[config.mk]
export PLATFORM = sky130hd
export DESIGN_NAME = accumulator_cpu_8bit_top
export DESIGN_NICKNAME = d
export VERILOG_FILES = /design/src/acpu8_pkg.sv /design/src/accumulator_cpu_8bit_top.sv
export SDC_FILE = /design/constraint.sdc
export NUM_CORES = 2
export LEC_CHECK = 0
export ABC_AREA = 1
export BUFFER_PORTS_ARGS = -buffer_cell sky130_fd_sc_hd__buf_2
export CORE_ASPECT_RATIO = 0.7
export CORE_MARGIN = 2
export CORE_UTILIZATION = 51
export CTS_CLUSTER_SIZE = 16
export DETAILED_ROUTE_END_ITERATION = 12
export PLACE_DENSITY_LB_ADDON = 0.25
export SYNTH_ARGS = -nofsm -noshare
export SYNTH_HDL_FRONTEND = slang
export SYNTH_SLANG_ARGS = --single-unit
export TNS_END_PERCENT = 5
[constraint.sdc]
create_clock -name aclk -period 15.5 [get_ports aclk]
set_clock_uncertainty 0.1 [all_clocks]
set_input_delay 1.55 -clock aclk [delete_from_list [all_inputs] [get_ports aclk]]
set_output_delay 1.55 -clock aclk [all_outputs]
set_load 0.005 [all_outputs]
[src/acpu8_pkg.sv]
// ----------------------------------------------------------------------------
// acpu8_pkg
// Shared widths, request kinds and opcodes of the 8-bit accumulator processor.
// ----------------------------------------------------------------------------
package acpu8_pkg;

    localparam int DATA_W = 8;
    localparam int ADDR_W = 8;
    localparam int KIND_W = 2;
    localparam int MEM_DEPTH = 1 << ADDR_W;

    localparam int S_TDATA_W = 2 * DATA_W;
    localparam int M_TDATA_W = 4 * DATA_W;

    // Request kinds
    localparam logic [KIND_W-1:0] KIND_STEP       = 2'd0;
    localparam logic [KIND_W-1:0] KIND_PEEK       = 2'd1;
    localparam logic [KIND_W-1:0] KIND_POKE       = 2'd2;
    localparam logic [KIND_W-1:0] KIND_SOFT_RESET = 2'd3;

    localparam int ZERO_FLAG_BIT = 0;

    // Opcodes
    localparam logic [DATA_W-1:0] OP_LDI = 8'h01;
    localparam logic [DATA_W-1:0] OP_LDA = 8'h02;
    localparam logic [DATA_W-1:0] OP_STA = 8'h03;
    localparam logic [DATA_W-1:0] OP_LDF = 8'h04;
    localparam logic [DATA_W-1:0] OP_STF = 8'h05;
    localparam logic [DATA_W-1:0] OP_CMP = 8'h10;
    localparam logic [DATA_W-1:0] OP_ADI = 8'h11;
    localparam logic [DATA_W-1:0] OP_ADD = 8'h12;
    localparam logic [DATA_W-1:0] OP_SUI = 8'h13;
    localparam logic [DATA_W-1:0] OP_SUB = 8'h14;
    localparam logic [DATA_W-1:0] OP_LDP = 8'h20;
    localparam logic [DATA_W-1:0] OP_JMI = 8'h21;
    localparam logic [DATA_W-1:0] OP_JMP = 8'h22;
    localparam logic [DATA_W-1:0] OP_JIZ = 8'h23;
    localparam logic [DATA_W-1:0] OP_JMZ = 8'h24;
    localparam logic [DATA_W-1:0] OP_JIN = 8'h25;
    localparam logic [DATA_W-1:0] OP_JMN = 8'h26;

endpackage

[src/accumulator_cpu_8bit_top.sv]
// ----------------------------------------------------------------------------
// accumulator_cpu_8bit_top
// 8-bit accumulator processor with a 256-byte unified memory, driven by
// step, peek, poke and soft reset requests over a stream interface.
// ----------------------------------------------------------------------------
// After aresetn the block zeroes its memory, one byte per cycle, with
// s_tready low. It then takes one request at a time. All memory traffic
// goes through a single port with registered read data, so the cost of a
// request is set by its chain of dependent memory accesses: a soft reset
// has none, a poke a write, a peek a read, and a step an opcode fetch, an
// operand fetch for two-byte opcodes, then an indirect read for the memory
// forms and taken memory jumps. The result sits in an output register, and
// the next request is accepted as soon as the sequencer is back in its idle state.
// ----------------------------------------------------------------------------
module accumulator_cpu_8bit_top (
    input  logic                               aclk,
    input  logic                               aresetn,
    input  logic                               s_tvalid,
    output logic                               s_tready,
    // s_tdata fields from bit 0: address[7:0], write_data[15:8]
    input  logic [acpu8_pkg::S_TDATA_W-1:0]    s_tdata,
    // s_tuser fields from bit 0: kind[1:0]
    input  logic [acpu8_pkg::KIND_W-1:0]       s_tuser,
    output logic                               m_tvalid,
    input  logic                               m_tready,
    // m_tdata fields from bit 0: program_counter[7:0], accumulator[15:8],
    // flag_bits[23:16], read_data[31:24]
    output logic [acpu8_pkg::M_TDATA_W-1:0]    m_tdata
);
    import acpu8_pkg::*;

    typedef enum logic [2:0] {
        ST_CLEAR,
        ST_IDLE,
        ST_PEEK,
        ST_OP,
        ST_ARG,
        ST_IND,
        ST_DONE
    } state_t;

    state_t              state_reg, state_next;
    logic [ADDR_W-1:0]   clr_cnt_reg, clr_cnt_next;
    logic [DATA_W-1:0]   pc_reg, pc_next;
    logic [DATA_W-1:0]   acc_reg, acc_next;
    logic [DATA_W-1:0]   flags_reg, flags_next;
    logic [DATA_W-1:0]   op_reg, op_next;
    logic [DATA_W-1:0]   rdata_reg, rdata_next;
    logic                m_valid_reg, m_valid_next;
    logic [M_TDATA_W-1:0] m_data_reg, m_data_next;

    // Single memory port
    logic [DATA_W-1:0]   mem [MEM_DEPTH];
    logic [DATA_W-1:0]   mem_q;
    logic [ADDR_W-1:0]   mem_addr;
    logic                mem_we;
    logic [DATA_W-1:0]   mem_wdata;

    // Shared adder/subtractor
    logic                alu_sub;
    logic [DATA_W-1:0]   alu_res;
    logic                zf;

    logic [ADDR_W-1:0]   req_addr;
    logic [DATA_W-1:0]   req_wdata;

    assign req_addr  = s_tdata[ADDR_W-1:0];
    assign req_wdata = s_tdata[S_TDATA_W-1:ADDR_W];
    assign zf        = flags_reg[ZERO_FLAG_BIT];

    assign alu_res = alu_sub ? (acc_reg - mem_q) : (acc_reg + mem_q);

    assign s_tready = (state_reg == ST_IDLE);
    assign m_tvalid = m_valid_reg;
    assign m_tdata  = m_data_reg;

    always_ff @(posedge aclk) begin
        if (mem_we) begin
            mem[mem_addr] <= mem_wdata;
        end
        mem_q <= mem[mem_addr];
    end

    always_comb begin
        state_next   = state_reg;
        clr_cnt_next = clr_cnt_reg;
        pc_next      = pc_reg;
        acc_next     = acc_reg;
        flags_next   = flags_reg;
        op_next      = op_reg;
        rdata_next   = rdata_reg;
        m_valid_next = m_valid_reg;
        m_data_next  = m_data_reg;
        mem_addr     = pc_reg;
        mem_we       = 1'b0;
        mem_wdata    = acc_reg;
        alu_sub      = (op_reg == OP_SUI) || (op_reg == OP_SUB);

        if (m_valid_reg && m_tready) begin
            m_valid_next = 1'b0;
        end

        case (state_reg)
            ST_CLEAR: begin
                mem_addr     = clr_cnt_reg;
                mem_we       = 1'b1;
                mem_wdata    = '0;
                clr_cnt_next = clr_cnt_reg + 1'b1;
                if (clr_cnt_reg == ADDR_W'(MEM_DEPTH - 1)) begin
                    state_next = ST_IDLE;
                end
            end
            ST_IDLE: begin
                rdata_next = '0;
                if (s_tvalid) begin
                    case (s_tuser)
                        KIND_STEP: begin
                            mem_addr   = pc_reg;
                            pc_next    = pc_reg + 1'b1;
                            state_next = ST_OP;
                        end
                        KIND_PEEK: begin
                            mem_addr   = req_addr;
                            state_next = ST_PEEK;
                        end
                        KIND_POKE: begin
                            mem_addr   = req_addr;
                            mem_we     = 1'b1;
                            mem_wdata  = req_wdata;
                            state_next = ST_DONE;
                        end
                        default: begin
                            pc_next    = '0;
                            acc_next   = '0;
                            flags_next = '0;
                            state_next = ST_DONE;
                        end
                    endcase
                end
            end
            ST_PEEK: begin
                rdata_next = mem_q;
                state_next = ST_DONE;
            end
            ST_OP: begin
                op_next    = mem_q;
                state_next = ST_DONE;
                case (mem_q)
                    OP_LDF: acc_next   = flags_reg;
                    OP_STF: flags_next = acc_reg;
                    OP_LDP: acc_next   = pc_reg;
                    OP_LDI, OP_LDA, OP_STA, OP_CMP, OP_ADI, OP_ADD, OP_SUI, OP_SUB,
                    OP_JMI, OP_JMP, OP_JIZ, OP_JMZ, OP_JIN, OP_JMN: begin
                        mem_addr   = pc_reg;
                        pc_next    = pc_reg + 1'b1;
                        state_next = ST_ARG;
                    end
                    default: ;
                endcase
            end
            ST_ARG: begin
                // mem_q holds the operand byte here.
                state_next = ST_DONE;
                case (op_reg)
                    OP_LDI: acc_next = mem_q;
                    OP_STA: begin
                        mem_addr = mem_q;
                        mem_we   = 1'b1;
                    end
                    OP_CMP: flags_next[ZERO_FLAG_BIT] = (mem_q == acc_reg);
                    OP_ADI, OP_SUI: begin
                        acc_next = alu_res;
                        flags_next[ZERO_FLAG_BIT] = (alu_res == '0);
                    end
                    OP_JMI: pc_next = mem_q;
                    OP_JIZ: if (zf) pc_next = mem_q;
                    OP_JIN: if (!zf) pc_next = mem_q;
                    OP_LDA, OP_ADD, OP_SUB, OP_JMP: begin
                        mem_addr   = mem_q;
                        state_next = ST_IND;
                    end
                    OP_JMZ: begin
                        mem_addr = mem_q;
                        if (zf) state_next = ST_IND;
                    end
                    OP_JMN: begin
                        mem_addr = mem_q;
                        if (!zf) state_next = ST_IND;
                    end
                    default: ;
                endcase
            end
            ST_IND: begin
                // mem_q holds the byte at the operand address.
                state_next = ST_DONE;
                case (op_reg)
                    OP_LDA: acc_next = mem_q;
                    OP_ADD, OP_SUB: begin
                        acc_next = alu_res;
                        flags_next[ZERO_FLAG_BIT] = (alu_res == '0);
                    end
                    OP_JMP, OP_JMZ, OP_JMN: pc_next = mem_q;
                    default: ;
                endcase
            end
            ST_DONE: begin
                if (!m_valid_reg || m_tready) begin
                    m_valid_next = 1'b1;
                    m_data_next  = {rdata_reg, flags_reg, acc_reg, pc_reg};
                    state_next   = ST_IDLE;
                end
            end
            default: state_next = ST_IDLE;
        endcase
    end

    always_ff @(posedge aclk) begin
        if (!aresetn) begin
            state_reg   <= ST_CLEAR;
            clr_cnt_reg <= '0;
            pc_reg      <= '0;
            acc_reg     <= '0;
            flags_reg   <= '0;
            m_valid_reg <= 1'b0;
        end else begin
            state_reg   <= state_next;
            clr_cnt_reg <= clr_cnt_next;
            pc_reg      <= pc_next;
            acc_reg     <= acc_next;
            flags_reg   <= flags_next;
            m_valid_reg <= m_valid_next;
        end
        op_reg     <= op_next;
        rdata_reg  <= rdata_next;
        m_data_reg <= m_data_next;
    end

endmodule
## Word level (Yosys, flattened, before mapping)

Memories as Yosys holds them, arrays and structs flattened. A register that Yosys moved wholly into a read port is not among the register bits.
Index checks and enable logic that the tools add are counted.

- Mux-type cells: 46
- Equal/unequal tests: 57
- Reduce and logical (&&, ||, !) cells: 25
- Add/sub/neg operators: 4

Operator list:

| operator | count |
|---|---|
| 2-to-1 mux 8 bit | 14 |
| equality test 8 x 6 -> 1 bit (second input constant) | 13 |
| one-hot mux 8 bit (2 select lines) | 6 |
| equality test 8 x 5 -> 1 bit (second input constant) | 10 |
| one-hot mux 8 bit (4 select lines) | 2 |
| one-hot mux 8 bit (3 select lines) | 2 |
| equality test 8 x 2 -> 1 bit (second input constant) | 4 |
| one-hot mux 3 bit (6 select lines) | 1 |
| adder 8 x 1 -> 8 bit (second input constant) | 2 |
| equality test 8 x 1 -> 1 bit (second input constant) | 2 |
| equality test 8 x 3 -> 1 bit (second input constant) | 2 |
| one-hot mux 7 bit (2 select lines) | 1 |
| OR reduction 14 bit | 1 |
| != test 2 bit (second input constant) | 6 |
| AND reduction 6 bit | 2 |
| equality test 3 bit (second input constant) | 3 |
| 2-to-1 mux 1 bit | 9 |
| 2-to-1 mux 3 bit | 3 |
| != test 3 x 1 -> 1 bit (second input constant) | 3 |
| one-hot mux 3 bit (3 select lines) | 1 |
| adder 8 bit | 1 |
| equality test 8 bit | 1 |
| equality test 8 bit (second input constant) | 1 |
| logical NOT 8 bit | 1 |
| 29 further kinds | 41 |

- RAM bits: 2048
- Output and inout bits: 34
- Bits in registers: 84
- Memories kept: 1
- Word-level logic and storage cells: 143
- Input bits: 22

Memory list:

| name | depth | bits a word | rd ports | clocked after memory_dff | wr ports | RTL line | RTL |
|---|---|---|---|---|---|---|---|
| mem | 256 | 8 | 1 | 1 | 1 | accumulator_cpu_8bit_top.sv:53 | `logic [DATA_W-1:0] mem [MEM_DEPTH];` |

## Logic depth before layout (Yosys ltp)

- Depth after elaboration: 6
- Gate-level depth with buffers: 26
- Depth with buffers taken out: 24

## Worst setup path after synthesis

Ideal clock, no wire load.

- Path kind: input port to flip-flop
- Start point: input s_tuser[0] (netlist name)
- End point: memory mem[0][0], data pin
- Path slack: 0.820 ns
- Data arrival time: 12.392 ns
- Path buffers: 0
- Stages: 7
- Required time: 13.213 ns
- Path through: inv_1 -> ha_1 -> nand2_1 -> clkinv_1 -> o21ai_1 -> inv_1 -> o21ai_0

- Longest elaborated chain between the ends: 4

Ends and longest elaborated chain:

| item | RTL line | RTL |
|---|---|---|
| start: declaration | accumulator_cpu_8bit_top.sv:23 | `input logic [acpu8_pkg::KIND_W-1:0] s_tuser,` |
| equality test 2 bit | accumulator_cpu_8bit_top.sv:116 | `case (s_tuser)` |
| 2-to-1 mux 8 bit | accumulator_cpu_8bit_top.sv:116 |  |
| 2-to-1 mux 8 bit | accumulator_cpu_8bit_top.sv:115 | `if (s_tvalid) begin` |
| one-hot mux 8 bit (2 select lines) | accumulator_cpu_8bit_top.sv:103 | `case (state_reg)` |
| via mem_wdata[0] | accumulator_cpu_8bit_top.sv:57 | `logic [DATA_W-1:0] mem_wdata;` |
| end: declaration | accumulator_cpu_8bit_top.sv:53 |  |

The timed path passes the listed nets, and every way through them passes these cells.

## Worst setup path in the final report

- Start point: input s_tuser[0] (netlist name)
- End point: register mem_q[7], read port of mem

- Longest elaborated chain between the ends: 5

Ends and longest elaborated chain:

| item | RTL line | RTL |
|---|---|---|
| equality test 2 x 1 -> 1 bit or equality test 2 bit (tied branches) | accumulator_cpu_8bit_top.sv:116 |  |
| OR reduction 2 bit (no line) * | n/a |  |
| 2-to-1 mux 8 bit * | accumulator_cpu_8bit_top.sv:116 |  |
| 2-to-1 mux 8 bit * | accumulator_cpu_8bit_top.sv:115 |  |
| one-hot mux 8 bit (3 select lines) * | accumulator_cpu_8bit_top.sv:103 |  |
| end: declaration | accumulator_cpu_8bit_top.sv:54 | `logic [DATA_W-1:0] mem_q;` |

Mark *: on every way between the ends. The rest lies on a longest branch, timed or not.
A chain may end at the register's enable or synchronous reset.

==> qor.json <==
{
  "worst-slew-pin-transition": {"value": 1.46, "unit": "ns"},
  "ff2ff_setup_slack": {"value": 8.38, "unit": "ns"},
  "cts-buffers-inserted": {"value": 196},
  "syn_avg_cell_area": {"value": 10.1, "unit": "sq um"},
  "post_cts_resize_count": {"value": 0},
  "global_route.usage.total": {"value": 28.0, "unit": "%"},
  "buffer_ports.inserted": {"value": 55},
  "synth.net_count": {"value": 9164},
  "fin_crit": {"value": 7.50, "unit": "ns"},
  "core.rowCount": {"value": 130},
  "final.period_utilization": {"value": 48.4, "unit": "%"},
  "power_density": {"value": 122, "unit": "nW/um^2"},
  "synth.distinct_cells": {"value": 51},
  "finalWeightedCongestion": {"value": 0.912},
  "clock_sinks": {"value": 2140},
  "drt_drc_violations_left": {"value": 0},
  "hold-path-endpoint": {"value": "m_tdata[24]"},
  "grt_setup_unrepaired": {"value": "no"},
  "cts_max_path_buffers": {"value": 3},
  "clk_pin_slew_worst_paths": {"value": 0.07, "unit": "ns"},
  "synthesis.area": {"value": 92000, "unit": "sq um"},
  "flip_flop_count_of_the_largest_register_after_layout": {"value": 2048},
  "setup_total_negative_slack": {"value": 0, "unit": "ns"},
  "worst_r2r_endpoint": {"value": "mem_q[3]"},
  "cp_max_fo": {"value": 103},
  "floorplan.die.width": {"value": 512, "unit": "um"},
  "largest_area_contributor_in_the_netlist": {"value": "sky130_fd_sc_hd__edfxtp_1"},
  "num_vias": {"value": 65000},
  "drt_first_iter_violations": {"value": 9327},
  "pin_count": {"value": 56},
  "cts.root.buffer_cell": {"value": "sky130_fd_sc_hd__clkbuf_16"},
  "cellLeakagePower": {"value": 38.9, "unit": "nW"},
  "htree_num_levels": {"value": 4},
  "initial_antenna_violation_count": {"value": 9},
  "registers.top_by_ff_count": {"value": "mem"},
  "postRouteWirelength": {"value": 261000, "unit": "um"},
  "synth_top_flop_cell": {"value": "sky130_fd_sc_hd__edfxtp_1"},
  "via_to_cell_ratio": {"value": 5.65},
  "cp-start-kind": {"value": "primary input"},
  "timing_worst_setup_path_type": {"value": "primary input to flip-flop"},
  "hpwlAfterDp": {"value": 148000, "unit": "um"},
  "maximum_number_of_pins_on_one_net_before_global_route_repair": {"value": 178},
  "routed_wire_length_per_instance": {"value": 22.7, "unit": "um"},
  "syn2layout_area_growth": {"value": 9.39, "unit": "%"},
  "global_route_wire_length_before_repair": {"value": 391000, "unit": "um"},
  "cp.arrival": {"value": 8.18, "unit": "ns"},
  "fp.dieArea": {"value": 184000, "unit": "sq um"},
  "hp-class": {"value": "flip-flop to flip-flop"},
  "number_of_global_route_vias_before_repair": {"value": 61200},
  "hp-start": {"value": "rdata_reg[0]"},
  "drv.max_cap_violation_count": {"value": 0},
  "fp.coreArea": {"value": 179000, "unit": "sq um"},
  "hold_buffers": {"value": 0},
  "synth_seq_cells": {"value": 2140},
  "floorplan.initialDensity": {"value": 51.3, "unit": "%"},
  "number_of_synthesized_flops_with_an_enable_pin": {"value": 2096},
  "syn_inst": {"value": 9119},
  "post-cts-setup-buffer-count": {"value": 0},
  "globalRoute.totalOverflow": {"value": 0},
  "fraction_of_layout_cells_with_a_size_suffix_above_1": {"value": 5.46, "unit": "%"},
  "element_type_at_the_critical_path_end": {"value": "flip-flop"},
  "detail-route-antenna-nets": {"value": 0},
  "synth_top_cells_by_area": {"value": "sky130_fd_sc_hd__edfxtp_1 68%, sky130_fd_sc_hd__nand2_1 21%, sky130_fd_sc_hd__nand3_1 2.9%"},
  "run_status": {"value": "finished, final reports clean"},
  "max_clock_freq": {"value": 133, "unit": "MHz"},
  "async_flop_share": {"value": 0, "unit": "%"},
  "max-slew-margin-rel": {"value": 2.00, "unit": "%"},
  "dieHeight": {"value": 359, "unit": "um"},
  "tritoncts": {"value": "yes"},
  "critical_path_required": {"value": 16.18, "unit": "ns"},
  "number_of_search_and_repair_iterations_in_the_first_detailed_routing_pass": {"value": 6},
  "hold-path-cell-count": {"value": 0},
  "vdd_ir_drop_max": {"value": 0.000123, "unit": "V"},
  "final-setup-viol-count": {"value": 0},
  "worst-r2r-cell-count": {"value": 24},
  "synth-seq-area-share": {"value": 69.3, "unit": "%"},
  "final_net_count": {"value": 9004},
  "post-synth-top-area-fraction": {"value": 68.4, "unit": "%"},
  "synth.yosys.warnings": {"value": 0},
  "finalHoldViolCount": {"value": 0},
  "report.final.slew_viol_count": {"value": 0},
  "clkLatencyLatePin": {"value": 0.85, "unit": "ns"},
  "finalPower": {"value": 0.0122, "unit": "W"},
  "rr_startpoint": {"value": "state_reg[0]"}
}
-- cells by family (layout without fill, tap and decap cells) --
kind of cell	count (synthesis)	in the layout	synth area share, %
AOI/OAI and AO/OA	296	296	1.81
xor gates and xnor gates	10	10	0.0952
adders and majority gates	23	23	0.329
buffers and inverters	607	615	2.89
DFF	2140	2140	69.3
muxes	1	1	0.0109
other	0	1	0
and+or+nand+nor	6042	6042	25.5
-- report_power, final --
part | leakage, nW | switching, W | internal [W]
registers | 16.1 | 0.0000299 | 0.00626
logic | 19.6 | 0.000685 | 0.000259
clock network | 3.21 | 0.00218 | 0.00284
-- critical path, cell delays in order --
cell and delay [ns]:
sky130_fd_sc_hd__buf_2 0.11, sky130_fd_sc_hd__inv_1 0.07, sky130_fd_sc_hd__ha_1 0.33, sky130_fd_sc_hd__nand2_1 0.31, sky130_fd_sc_hd__o21ai_1 0.23, sky130_fd_sc_hd__a21oi_1 0.07, sky130_fd_sc_hd__nor3_1 0.46, sky130_fd_sc_hd__nand2_8 0.38
sky130_fd_sc_hd__nand2_8 0.65, sky130_fd_sc_hd__buf_4 0.87, sky130_fd_sc_hd__buf_4 0.87, sky130_fd_sc_hd__buf_4 0.96, sky130_fd_sc_hd__nand2_1 0.14, sky130_fd_sc_hd__nand2_1 0.13, sky130_fd_sc_hd__nand2_1 0.06, sky130_fd_sc_hd__nand2_1 0.10
sky130_fd_sc_hd__nand2_1 0.05, sky130_fd_sc_hd__nand2_1 0.09, sky130_fd_sc_hd__o21ai_1 0.06, sky130_fd_sc_hd__nand2_1 0.10, sky130_fd_sc_hd__nor2_1 0.05, sky130_fd_sc_hd__nor2_1 0.19, sky130_fd_sc_hd__nor2_1 0.08, sky130_fd_sc_hd__nand2_1 0.08
-- layout make-up --
| cell class | instances | area (sq um) |
|---|---|---|
| antenna | 1 | 2.50 |
| clock buffer | 235 | 5220 |
| clock inverter | 131 | 1360 |
| fill | 15200 | 78700 |
| inverter | 102 | 393 |
| multi-input combinational | 6372 | 25800 |
| sequential | 2140 | 63800 |
| tap | 2376 | 2970 |
| timing repair buffer | 147 | 1130 |
-- metal layers --
metal	share of wire [%]	GRT usage, %
met1	43	42.2
met2	42	40.2
met3	13	7.50
met4	2.4	7.08
met5	0.011	0
-- layout by cell type (no fill, tap or decap), types with 4 or more instances in the layout --
cell type / n
sky130_fd_sc_hd__nor2_4: 8
sky130_fd_sc_hd__xor2_1: 10
sky130_fd_sc_hd__bufinv_16: 26
sky130_fd_sc_hd__clkinv_2: 37
sky130_fd_sc_hd__nand4_1: 4
sky130_fd_sc_hd__clkinv_1: 50
sky130_fd_sc_hd__a22oi_1: 7
sky130_fd_sc_hd__edfxtp_1: 2096
sky130_fd_sc_hd__buf_4: 79
sky130_fd_sc_hd__clkbuf_1: 30
sky130_fd_sc_hd__clkbuf_16: 203
sky130_fd_sc_hd__nor2_1: 398
sky130_fd_sc_hd__nor3_1: 16
sky130_fd_sc_hd__nor4_1: 4
sky130_fd_sc_hd__nand3_1: 535
sky130_fd_sc_hd__a32o_4: 6
sky130_fd_sc_hd__clkinvlp_4: 9
sky130_fd_sc_hd__nand2_1: 5048
sky130_fd_sc_hd__nand2_2: 17
sky130_fd_sc_hd__buf_12: 13
sky130_fd_sc_hd__o211ai_1: 5
sky130_fd_sc_hd__inv_1: 87
sky130_fd_sc_hd__a221oi_1: 4
sky130_fd_sc_hd__o21ai_1: 131
sky130_fd_sc_hd__dfxtp_1: 44
sky130_fd_sc_hd__inv_2: 9
sky130_fd_sc_hd__o221ai_1: 8
sky130_fd_sc_hd__buf_2: 55
sky130_fd_sc_hd__o21ai_0: 49
sky130_fd_sc_hd__ha_1: 21
sky130_fd_sc_hd__a21oi_1: 55
sky130_fd_sc_hd__a211oi_1: 11
sky130_fd_sc_hd__inv_6: 5
-- cell usage after synthesis (all sizes together), types with 2 or more instances --
cell type and n:
clkinv 4, nand4 4, nor4 5, a22oi 7, inv 98, clkbuf 167, nand3 535, ha 21
xor2 10, o21bai 3, o22ai 2, nor3 19, nor2 409, dfxtp 44, a32o 6, o211ai 5
buf 338, a21oi 56, o21ai 183, fa 2, edfxtp 2096, o221ai 8, a221oi 4, nand2 5068
a211oi 12
-- worst max path at each step --
stage               start         to  slack, ns
4_1_cts        s_tuser[0]   mem_q[7]       8.06
2_1_floorplan  s_tuser[0]  mem[0][0]       0.82
3_5_place_dp   s_tuser[0]   mem_q[7]       7.19
6_report       s_tuser[0]   mem_q[7]       8.00
3_3_place_gp   s_tuser[0]   mem_q[3]       7.38
5_1_grt        s_tuser[0]   mem_q[6]       7.54
-- per-stage QoR --
stage / hold slack [ns] / cell area, sq um / utilization (%) / instances / setup slack [ns]
2_1_floorplan: 0.300 / 92000 / - / 9119 / 0.820
4_1_cts: 0.321 / 101000 / 56.1 / 11500 / 8.06
5_1_grt: 0.337 / 101000 / 56.1 / 11500 / 7.54
6_report: 0.321 / 101000 / 56.1 / 11500 / 8.00
3_3_place_gp: 0.306 / 94100 / 52.4 / 11100 / 7.38
3_5_place_dp: 0.306 / 94100 / 52.4 / 11100 / 7.19
Note: power is estimated with default switching activity, not from simulation.
